`src/rtl/kalman_cv_tracker_unit_macros.svh`:
```
`ifndef KALMAN_CV_TRACKER_UNIT_MACROS_SVH
`define KALMAN_CV_TRACKER_UNIT_MACROS_SVH

// check a condition in the cycle after a trigger
`define KCV_ASSERT_NEXT(lbl, trig, cond, msg) \
  lbl: assert property (@(posedge clk_i) disable iff (!rst_ni) (trig) |=> (cond)) \
    else $error(msg);

// check a condition in the same cycle as a trigger
`define KCV_ASSERT_SAME(lbl, trig, cond, msg) \
  lbl: assert property (@(posedge clk_i) disable iff (!rst_ni) (trig) |-> (cond)) \
    else $error(msg);

`endif

```
`src/rtl/kcv_pkg.sv`:
```
`default_nettype none
package kcv_pkg;

  localparam int DataW = 32;
  localparam int VarW  = 31;
  localparam int TsW   = 21;
  localparam int ChanW = 3;
  localparam int DivW  = 48;

  localparam logic [TsW-1:0] TsReset = 21'd655;

  localparam logic ActPredict = 1'b0;
  localparam logic ActUpdate  = 1'b1;

  localparam logic signed [63:0] QMax64 = 64'sh0000_0000_7fff_ffff;
  localparam logic signed [63:0] QMin64 = 64'shffff_ffff_8000_0000;

  typedef struct packed {
    logic                    action;
    logic [ChanW-1:0]        channel;
    logic signed [DataW-1:0] measurement;
    logic [VarW-1:0]         meas_noise;
    logic [VarW-1:0]         proc_noise_pos;
    logic [VarW-1:0]         proc_noise_vel;
  } kcv_item_t;

  typedef struct packed {
    logic signed [DataW-1:0] est_pos;
    logic signed [DataW-1:0] est_vel;
    logic signed [DataW-1:0] pred_pos;
    logic signed [DataW-1:0] pred_vel;
    logic signed [DataW-1:0] p11;
    logic signed [DataW-1:0] p12;
    logic signed [DataW-1:0] p22;
  } kcv_row_t;

  typedef struct packed {
    logic            start;
    logic            neg;
    logic [DivW-1:0] mag;
    logic [31:0]     den;
  } kcv_div_req_t;

  typedef struct packed {
    logic valid;
    logic full;
  } kcv_q_sts_t;

  typedef struct packed {
    logic busy;
    logic fin;
  } kcv_bk_sts_t;

  function automatic logic signed [DataW-1:0] sat32(input logic signed [63:0] v);
    if (v > QMax64) begin
      return QMax64[DataW-1:0];
    end else if (v < QMin64) begin
      return QMin64[DataW-1:0];
    end
    return v[DataW-1:0];
  endfunction

  function automatic logic signed [DataW-1:0] qfix(input logic signed [63:0] p);
    return sat32(p >>> 16);
  endfunction

endpackage
`default_nettype wire

```
`src/rtl/kcv_if.sv`:
```
`default_nettype none
interface kcv_in_if import kcv_pkg::*; ();
  logic                    valid;
  logic                    ready;
  logic                    action;
  logic [ChanW-1:0]        channel;
  logic signed [DataW-1:0] measurement;
  logic [VarW-1:0]         meas_noise;
  logic [VarW-1:0]         proc_noise_pos;
  logic [VarW-1:0]         proc_noise_vel;
  modport source (output valid, action, channel, measurement, meas_noise,
                  proc_noise_pos, proc_noise_vel, input ready);
  modport sink (input valid, action, channel, measurement, meas_noise,
                proc_noise_pos, proc_noise_vel, output ready);
endinterface

`default_nettype wire

```
`src/rtl/kcv_front.sv`:
```
`default_nettype none
module kcv_front import kcv_pkg::*; #(
  parameter int CHANNELS = 8
) (
  input  wire logic  clk_i,
  input  wire logic  rst_ni,
  kcv_in_if.sink     in_i,
  input  wire logic  pop_i,
  output kcv_q_sts_t sts_o,
  output kcv_item_t  item_o
);

  kcv_item_t  ent_q [2];
  logic       wp_q, rp_q;
  logic [1:0] cnt_q;
  logic       push, in_range;
  kcv_item_t  item_in;

  assign in_range = 32'(in_i.channel) < CHANNELS;
  assign in_i.ready = cnt_q != 2'd2;
  assign push = in_i.valid && in_i.ready && in_range;

  assign item_in = '{action: in_i.action, channel: in_i.channel,
                     measurement: in_i.measurement, meas_noise: in_i.meas_noise,
                     proc_noise_pos: in_i.proc_noise_pos,
                     proc_noise_vel: in_i.proc_noise_vel};

  always_ff @(posedge clk_i or negedge rst_ni) begin
    if (!rst_ni) begin
      wp_q  <= 1'b0;
      rp_q  <= 1'b0;
      cnt_q <= '0;
    end else begin
      if (push) begin
        wp_q <= ~wp_q;
      end
      if (pop_i) begin
        rp_q <= ~rp_q;
      end
      cnt_q <= cnt_q + {1'b0, push} - {1'b0, pop_i};
    end
  end

  always_ff @(posedge clk_i) begin
    if (push) begin
      ent_q[wp_q] <= item_in;
    end
  end

  assign sts_o.valid = cnt_q != 2'd0;
  assign sts_o.full  = cnt_q == 2'd2;
  assign item_o      = ent_q[rp_q];

endmodule
`default_nettype wire

```
`src/flat_wrapper.sv`:
```
// flat-port wrapper written by rule: the top's interface ports become plain ports
module kcv_front_flat import kcv_pkg::*;
#(
  parameter int CHANNELS = 8
)
  (clk_i, rst_ni, pop_i, sts_o, item_o, in_i_valid, in_i_action, in_i_channel, in_i_measurement, in_i_meas_noise, in_i_proc_noise_pos, in_i_proc_noise_vel, in_i_ready);
  kcv_in_if in_i_i ();
  input  wire logic clk_i;
  input  wire logic rst_ni;
  input  wire logic pop_i;
  output kcv_q_sts_t sts_o;
  output kcv_item_t item_o;
  input wire logic [$bits(in_i_i.valid)-1:0] in_i_valid;
  input wire logic [$bits(in_i_i.action)-1:0] in_i_action;
  input wire logic [$bits(in_i_i.channel)-1:0] in_i_channel;
  input wire logic [$bits(in_i_i.measurement)-1:0] in_i_measurement;
  input wire logic [$bits(in_i_i.meas_noise)-1:0] in_i_meas_noise;
  input wire logic [$bits(in_i_i.proc_noise_pos)-1:0] in_i_proc_noise_pos;
  input wire logic [$bits(in_i_i.proc_noise_vel)-1:0] in_i_proc_noise_vel;
  output wire logic [$bits(in_i_i.ready)-1:0] in_i_ready;
  assign in_i_i.valid = in_i_valid;
  assign in_i_i.action = in_i_action;
  assign in_i_i.channel = in_i_channel;
  assign in_i_i.measurement = in_i_measurement;
  assign in_i_i.meas_noise = in_i_meas_noise;
  assign in_i_i.proc_noise_pos = in_i_proc_noise_pos;
  assign in_i_i.proc_noise_vel = in_i_proc_noise_vel;
  assign in_i_ready = in_i_i.ready;
  kcv_front #(.CHANNELS(CHANNELS)) u_core (.clk_i(clk_i), .rst_ni(rst_ni), .in_i(in_i_i), .pop_i(pop_i), .sts_o(sts_o), .item_o(item_o));
endmodule
```
`config.mk`:
```
export PLATFORM = sky130hd
export DESIGN_NAME = kcv_front_flat
export DESIGN_NICKNAME = d
export VERILOG_FILES = /design/src/rtl/kalman_cv_tracker_unit_macros.svh /design/src/rtl/kcv_pkg.sv /design/src/rtl/kcv_if.sv /design/src/rtl/kcv_front.sv /design/src/flat_wrapper.sv
export SDC_FILE = /design/constraint.sdc
export NUM_CORES = 1
export LEC_CHECK = 0
export BUFFER_PORTS_ARGS = -buffer_cell sky130_fd_sc_hd__buf_2
export CAP_MARGIN = 30
export CORE_MARGIN = 3
export CORE_UTILIZATION = 55
export DETAILED_ROUTE_END_ITERATION = 10
export PLACE_DENSITY = 0.83
export SLEW_MARGIN = 20
export SYNTH_ARGS = -nofsm -noshare
export SYNTH_HDL_FRONTEND = slang
export SYNTH_SLANG_ARGS = --single-unit
```
`constraint.sdc`:
```
create_clock -name clk_i -period 15.2 [get_ports clk_i]
set_input_delay 3.04 -clock clk_i [delete_from_list [all_inputs] [get_ports clk_i]]
set_output_delay 3.04 -clock clk_i [all_outputs]
set_load 0.1 [all_outputs]
```
Word level (Yosys, flattened, before mapping)
Memories as Yosys holds them, arrays and structs flattened.
Cells that the tools add are included.

cells by class
  mux-type cells = 2
  reductions and logical operators = 2
  bitwise logic cells = 2
  add/sub/neg operators = 2
  equal/unequal tests = 2

operators with widths
  kind                                         count
  2-bit by 1-bit adder with 2-bit output       1
  2-bit equality test (second input constant)  1
  1-bit two-way mux                            2
  2-bit != test (second input constant)        1
  1-bit inverter                               2
  2-bit nonzero test                           1
  2-bit by 1-bit subtractor with 2-bit output  1
  1-bit logical AND                            1

word-level totals
  register bits = 4
  memories = 1
  output and inout port bits = 132
  memory bits (writable) = 258

memories
  memory        words  bits a word  read ports  clocked after memory_dff  write ports  RTL line         RTL
  u_core.ent_q  2      129          1           0                         1            kcv_front.sv:13  kcv_item_t ent_q [2];

Longest topological paths before layout
Gate-level depths: netlist of the first run.

  depth in word-level cells = 4
  depth in mapped cells = 5
  mapped depth without buffers = 5

Worst setup path after synthesis of the first run
No wires, ideal clock.

  kind = input -> register
  start = input port in_i_valid
  end = memory u_core.ent_q[0][0] (netlist name), enable pin
  setup slack = 6.017 ns
  library setup time = 0.619 ns
  data required time = 14.581 ns
  buffers on the path = 0
  arrival = 8.564 ns
  stages on the path = 2
  cells stage by stage = nand2_1 nor2_1

between the ends
  cells in the longest elaborated chain, start to end = 3

RTL lines
  element                                  RTL line            RTL
  start, declared                          flat_wrapper.sv:13  input wire logic [$bits(in_i_i.valid)-1:0] in_i_valid;
  1-bit logical AND                        kcv_front.sv:21     assign push = in_i.valid && in_i.ready && in_range;
  1-bit two-way mux                        kcv_front.sv:45     if (push) begin
  1-bit two-way mux (implied by the code)  kcv_front.sv:46     ent_q[wp_q] <= item_in;
  end, declared                            kcv_front.sv:13

Every way passes these cells.

==> flow_summary.toml, run 1 <==
[run_status]
status = "completed"

[yosys]
synth.ff_latch_count = 262
synthFlopType = "edfxtp_1"
synthArstFlopShare_pct = 1.527
ys_seq_area_share_pct = 82.29
synth-edff-count = 258
synth_nets = 554
netlist.area_leader.share_pct = 81.24
synth_area_um2 = 9537
yosys_warnings = 0
synthCells = 420
synth_area_leaders = "edfxtp_1, mux2_2, buf_6"
yosysTopAreaCell = "edfxtp_1"
synth_commonest_cells = "edfxtp_1, mux2_2, buf_6, dfrtp_1, buf_2"
synth_cell_types = 17
yosysMostFrequentCell = "edfxtp_1"
syn_avg_cell_area_um2 = 22.71

[critical_path]
crit_path_start_kind = "register"
crit_start = "u_core.rp_q$_DFFE_PN0P_"
reg2reg_slack_ns = 12.55
r2r_end = "u_core.ent_q[1][119]$_DFFE_PP_"
worst_setup_path_end_kind = "output pin"
r2r-start = "u_core.cnt_q[0]$_DFF_PN0_"
worstPathArrival_ns = 3.06
critPathRequiredTime_ns = 12.16
critical_path_class = "reg -> out"
worstSetupEndpoint = "item_o[56]"
path_max_fanout = 66
rr_worst_depth = 3

[grt]
grt_pass1_vias = 5190
grt_max_degree = 70
grt.total_usage_pct = 18.51
antenna_found_initial = 1
overflow = 0
grt_pass1_wl_mm = 26.85

[clock_tree]
cts_tree = "yes"
postCtsResizedCells = 0
ctsHtreeMaxLevel = 1
insertion_delay_ns = 0.51
cts_buffer_depth = 3
numCtsBuffers = 26
cts_setup_buffers = 0
cts_root_buf = "clkbuf_16"
path_clk_slew_ns = 0.06
cts_hold_buffers = 0
cts.sinks = 262

[timing]
fin_crit_sh_pct = 40.12
timing.final.crit_period_ns = 6.099
drv_slew = 0
finalClockSkew_ns = 0.006563
relSlewSlack_pct = 38.79
max_freq_ghz = 0.1640
hold_ws_ns = 0.5768
fin_ws_ns = 9.101
rsz0062_at_grt = "false"
finalSetupViolCount = 0
finalSetupTns_ns = 0
worst_pin_slew_ns = 0.9181
hold_violations = 0

[detailed_routing]
wl_per_cell_um = 19.59
ant_nets = 0
drc = 0
via_count = 4904
drt_pass1_iterations = 4
routed_via_density = 5.217
routed_wl_mm = 18.41
drt_first_iter_violations = 209

[final_layout]
drive_above_1_share_pct = 61.25
fin_util_pct = 70.90
area_delta_synth_final_pct = 24.60
diodes = 0
nets = 836

[die]
die_area_um2 = 18960
rows = 47
core_area_um2 = 16760
ios = 265
die_w_um = 137.7
fp.dieH_um = 137.7
start_util_pct = 56.90

[placement]
hpwl_mm = 12.28
placement.io_buffers = 264
pre_cts_slack_ns = 9.571
globalplace.congestion = 0.8118

[run]
max_cap_viol_count = 0

[worst_hold_path]
hp-class = "reg -> reg"
-- final cells by class --
type,instances,area [um2]
clock buffers,37,763.2
clock inverters,9,75.07
fillers,1073,4877
inverters,2,7.507
multi-input cells,142,1559
flip-flops and latches,262,7851
well taps,220,275.3
repair buffers,268,1351
-- critical path: stages, from the launching register on --
cell,delay [ns]
dfrtp_4,0.96
buf_4,0.79
mux2_2,0.32
buf_2,0.43
-- registers in the layout (all words and copies together) (netlist names) --
name and cells:
u_core.ent_q 258, u_core.cnt_q 2, u_core.rp_q 1, u_core.wp_q 1
-- stage by stage --
step,std cells,cell area (um2)
detailed placement,894,11040
global route,940,11880
floorplan,420,9537
CTS,940,11880
finish,940,11880
global placement,894,11040
-- worst min-delay path by stage --
stage                                          to               startpoint  cells after the start
after floorplan           u_core.wp_q$_DFFE_PN0P_  u_core.wp_q$_DFFE_PN0P_                      1
after global placement    u_core.wp_q$_DFFE_PN0P_  u_core.wp_q$_DFFE_PN0P_                      1
after detailed placement  u_core.wp_q$_DFFE_PN0P_  u_core.wp_q$_DFFE_PN0P_                      1
after CTS                 u_core.wp_q$_DFFE_PN0P_  u_core.wp_q$_DFFE_PN0P_                      1
after global routing      u_core.wp_q$_DFFE_PN0P_  u_core.wp_q$_DFFE_PN0P_                      1
final                     u_core.wp_q$_DFFE_PN0P_  u_core.wp_q$_DFFE_PN0P_                      1
-- cell usage in the layout, fill, tap and decap left out, types with 3 or more instances in the layout --
master and n:
buf_2 264, buf_4 4, mux2_2 129, clkinv_2 5, clkbuf_1 5, clkbuf_8 5, clkbuf_16 27, dfrtp_1 3
edfxtp_1 258
-- cell families (layout without fill, tap and decap cells) --
| kind of cell | Yosys count | after routing | share of synthesized area [%] |
|---|---|---|---|
| adders and majority gates | 1 | 1 | 0.1312 |
| xor gates and xnor gates | 4 | 4 | 0.3674 |
| and+or+nand+nor | 7 | 7 | 0.3806 |
| buffers and inverters | 16 | 316 | 1.496 |
| muxes | 130 | 130 | 15.34 |
| DFF | 262 | 262 | 82.29 |
-- routing by layer --
layer  vias to the layer above  global-route usage, %  routed length [um]
li1                       2243                      -                   -
met1                      2402                  21.79                6822
met2                       227                  32.59                9340
met3                        30                  6.136                1890
met4                         2                  5.100                 343
met5                         -                      0                  13
Power of run 1 is not shown: default switching activity piles up to over one toggle a cycle in this logic, so the estimate is an artifact.
==> run 2, diff against run 1 <==
--- a/config.mk
+++ b/config.mk
@@ -5,12 +5,13 @@
 export SDC_FILE = /design/constraint.sdc
 export NUM_CORES = 1
 export LEC_CHECK = 0
+export ABC_AREA = 1
 export BUFFER_PORTS_ARGS = -buffer_cell sky130_fd_sc_hd__buf_2
 export CAP_MARGIN = 30
 export CORE_MARGIN = 3
-export CORE_UTILIZATION = 55
+export CORE_UTILIZATION = 47
 export DETAILED_ROUTE_END_ITERATION = 10
-export PLACE_DENSITY = 0.83
+export PLACE_DENSITY = 0.76
 export SLEW_MARGIN = 20
 export SYNTH_ARGS = -nofsm -noshare
 export SYNTH_HDL_FRONTEND = slang
==> constraint.sdc (replaced) <==
create_clock -name clk_i -period 5.15 [get_ports clk_i]
set_input_delay 1.03 -clock clk_i [delete_from_list [all_inputs] [get_ports clk_i]]
set_output_delay 1.03 -clock clk_i [all_outputs]
set_load 0.1 [all_outputs]
==> run 2 against run 1 <==
  * Hold slack worse by 0.27 ns
  * Die area grew 16%
  * Setup slack got worse by 7.7 ns
  * Global-route usage down 2.5 points
  * Via count increased by 1.6%
  * Cell count up 6.4%
  * Non-clock buffer count up 3
  * Clock skew up 0.0026 ns
  * Design area up 1.5%
  * Routed wire length is 2.0% higher
==> flow_summary.toml, run 2 <==
[yosys]
synth_area_leaders = "edfxtp_1, mux2_2, buf_6"
synth_cell_types = 13
synth-edff-count = 258
yosysTopAreaCell = "edfxtp_1"
synthFlopType = "edfxtp_1"
netlist.area_leader.share_pct = 81.08
synth_nets = 565
yosysMostFrequentCell = "edfxtp_1"
synth_commonest_cells = "edfxtp_1, mux2_2, buf_6, inv_1, nand2_1"
synthArstFlopShare_pct = 1.527
synth.ff_latch_count = 262
ys_seq_area_share_pct = 82.13
syn_avg_cell_area_um2 = 22.17
yosys_warnings = 0
synth_area_um2 = 9555
synthCells = 431

[timing]
finalClockSkew_ns = 0.009153
hold_ws_ns = 0.3082
max_freq_ghz = 0.2678
hold_violations = 0
timing.final.crit_period_ns = 3.734
worst_pin_slew_ns = 0.7890
finalSetupTns_ns = 0
rsz0062_at_grt = "false"
finalSetupViolCount = 0
fin_crit_sh_pct = 72.50
relSlewSlack_pct = 47.40
drv_slew = 0

[final_layout]
area_delta_synth_final_pct = 26.28
n_fill_cell = 1397
mostFrequentLayoutCells = "buf_2, edfxtp_1, mux2_2"
multi_input_area_um2 = 1558
nets = 851
largest_reg_flops = 258
fin_util_pct = 61.20
layout_commonest_cell = "buf_2"
reg_top3 = "u_core.ent_q: 258 flops, u_core.cnt_q: 2 flops"
drive_above_1_share_pct = 60.22
final-seq-area_um2 = 7851
top_register = "u_core.ent_q"

[clock_tree]
cts_hold_buffers = 0
cts_buffer_depth = 3
path_clk_slew_ns = 0.06
postCtsResizedCells = 0
ctsHtreeMaxLevel = 1
cts_setup_buffers = 0
numCtsBuffers = 27
insertion_delay_ns = 0.51
cts_root_buf = "clkbuf_16"
cts.sinks = 262
cts_tree = "yes"

[grt]
grt_max_degree = 130
grt_pass1_wl_mm = 27.77
grt_pass1_vias = 5256
grt.total_usage_pct = 15.98
antenna_found_initial = 2
overflow = 0

[detailed_routing]
routed_via_density = 4.984
drc = 0
ant_nets = 0
routed_wl_mm = 18.77
wl_per_cell_um = 18.77
drt_pass1_iterations = 4
drt_first_iter_violations = 190
via_count = 4984

[critical_path]
critPathRequiredTime_ns = 4.12
worstPathCellList = "buf_12 -> mux2_2 -> buf_2"
crit_path_start_kind = "register"
rr_worst_depth = 5
crit_start = "u_core.rp_q$_DFFE_PN0P_"
r2r-start = "u_core.cnt_q[1]$_DFF_PN0_"
worstPathArrival_ns = 2.70
worst_setup_path_end_kind = "output pin"
max_stage_delay_ns = 0.93
critical_path_class = "reg -> out"
path_delay_family = "flip-flops"
cp_num_cells = 3
path_max_fanout = 74
slowest_stage = "dfrtp_4"
path_buf_inv = 2

[die]
fp.dieH_um = 148.6
ios = 265
start_util_pct = 48.46
core_area_um2 = 19720
die_w_um = 148.6
rows = 51
die_area_um2 = 22080

[placement]
globalplace.congestion = 0.7282
placement.io_buffers = 264
hpwl_mm = 12.29

[worst_hold_path]
hp-class = "in -> async"

[run]
max_cap_viol_count = 0

[run_status]
status = "completed"
-- run 2: cell count changes after synthesis --
| cell | before | now |
|---|---|---|
| a21oi_1 | 0 | 1 |
| inv_1 | 2 | 8 |
| xnor2_1 | 2 | 0 |
| nand2_1 | 2 | 8 |
| nor2b_1 | 1 | 0 |
| nand2b_1 | 1 | 0 |
| or2_2 | 1 | 0 |
| mux2i_1 | 1 | 0 |
| nor2_1 | 1 | 4 |
| and3_1 | 1 | 0 |
| nand3_1 | 0 | 2 |
-- run 2: path summary, 6_finish.rpt --
check	endpoint	slack, ns
setup / recovery	item_o[1]	1.42
hold / removal	u_core.rp_q$_DFFE_PN0P_	0.31
setup reg to reg	u_core.ent_q[1][83]$_DFFE_PP_	3.05
hold reg to reg	u_core.wp_q$_DFFE_PN0P_	0.60
max in group asynchronous	u_core.rp_q$_DFFE_PN0P_	4.71
min in group clk_i	u_core.wp_q$_DFFE_PN0P_	0.60
-- run 2: logic make-up after synthesis --
family | after synthesis | share of synthesized area (%)
XOR/XNOR | 2 | 0.1834
multiplexers | 129 | 15.20
buffers and inverters | 22 | 1.728
AO/OA/AOI/OAI | 1 | 0.05233
AND/OR/NAND/NOR | 14 | 0.5761
flip-flops | 262 | 82.13
adder cells (fa/ha/maj) | 1 | 0.1309
-- run 2: area by class of cell --
type	count	share of cell area (%)
clock buffer	36	6.128
antenna	1	0.02074
sequential	262	65.07
inverter	8	0.2489
tap	265	2.748
timing repair buffer	271	11.80
multi-input combinational	147	12.91
clock inverter	10	1.078
-- run 2: per-layer routing --
layer	up-vias	wire length (um)	share of wire (%)	global-route usage (%)
met2	213	9807	52	28.37
met3	27	1722	9.2	5.424
li1	2275	-	-	-
met1	2467	6891	37	18.71
met4	2	342	1.8	4.065
met5	-	8	0.043	0
-- run 2: per-stage QoR --
| step | cells | area, um2 | setup slack (ns) |
|---|---|---|---|
| floorplan | 431 | 9560 | -0.07835 |
| global placement | 952 | 11170 | 2.019 |
| detailed placement | 953 | 11190 | 1.980 |
| CTS | 999 | 12060 | 1.422 |
| global route | 1000 | 12070 | 1.321 |
| finish | 1000 | 12070 | 1.416 |
Power of run 2 is left out for the same reason.
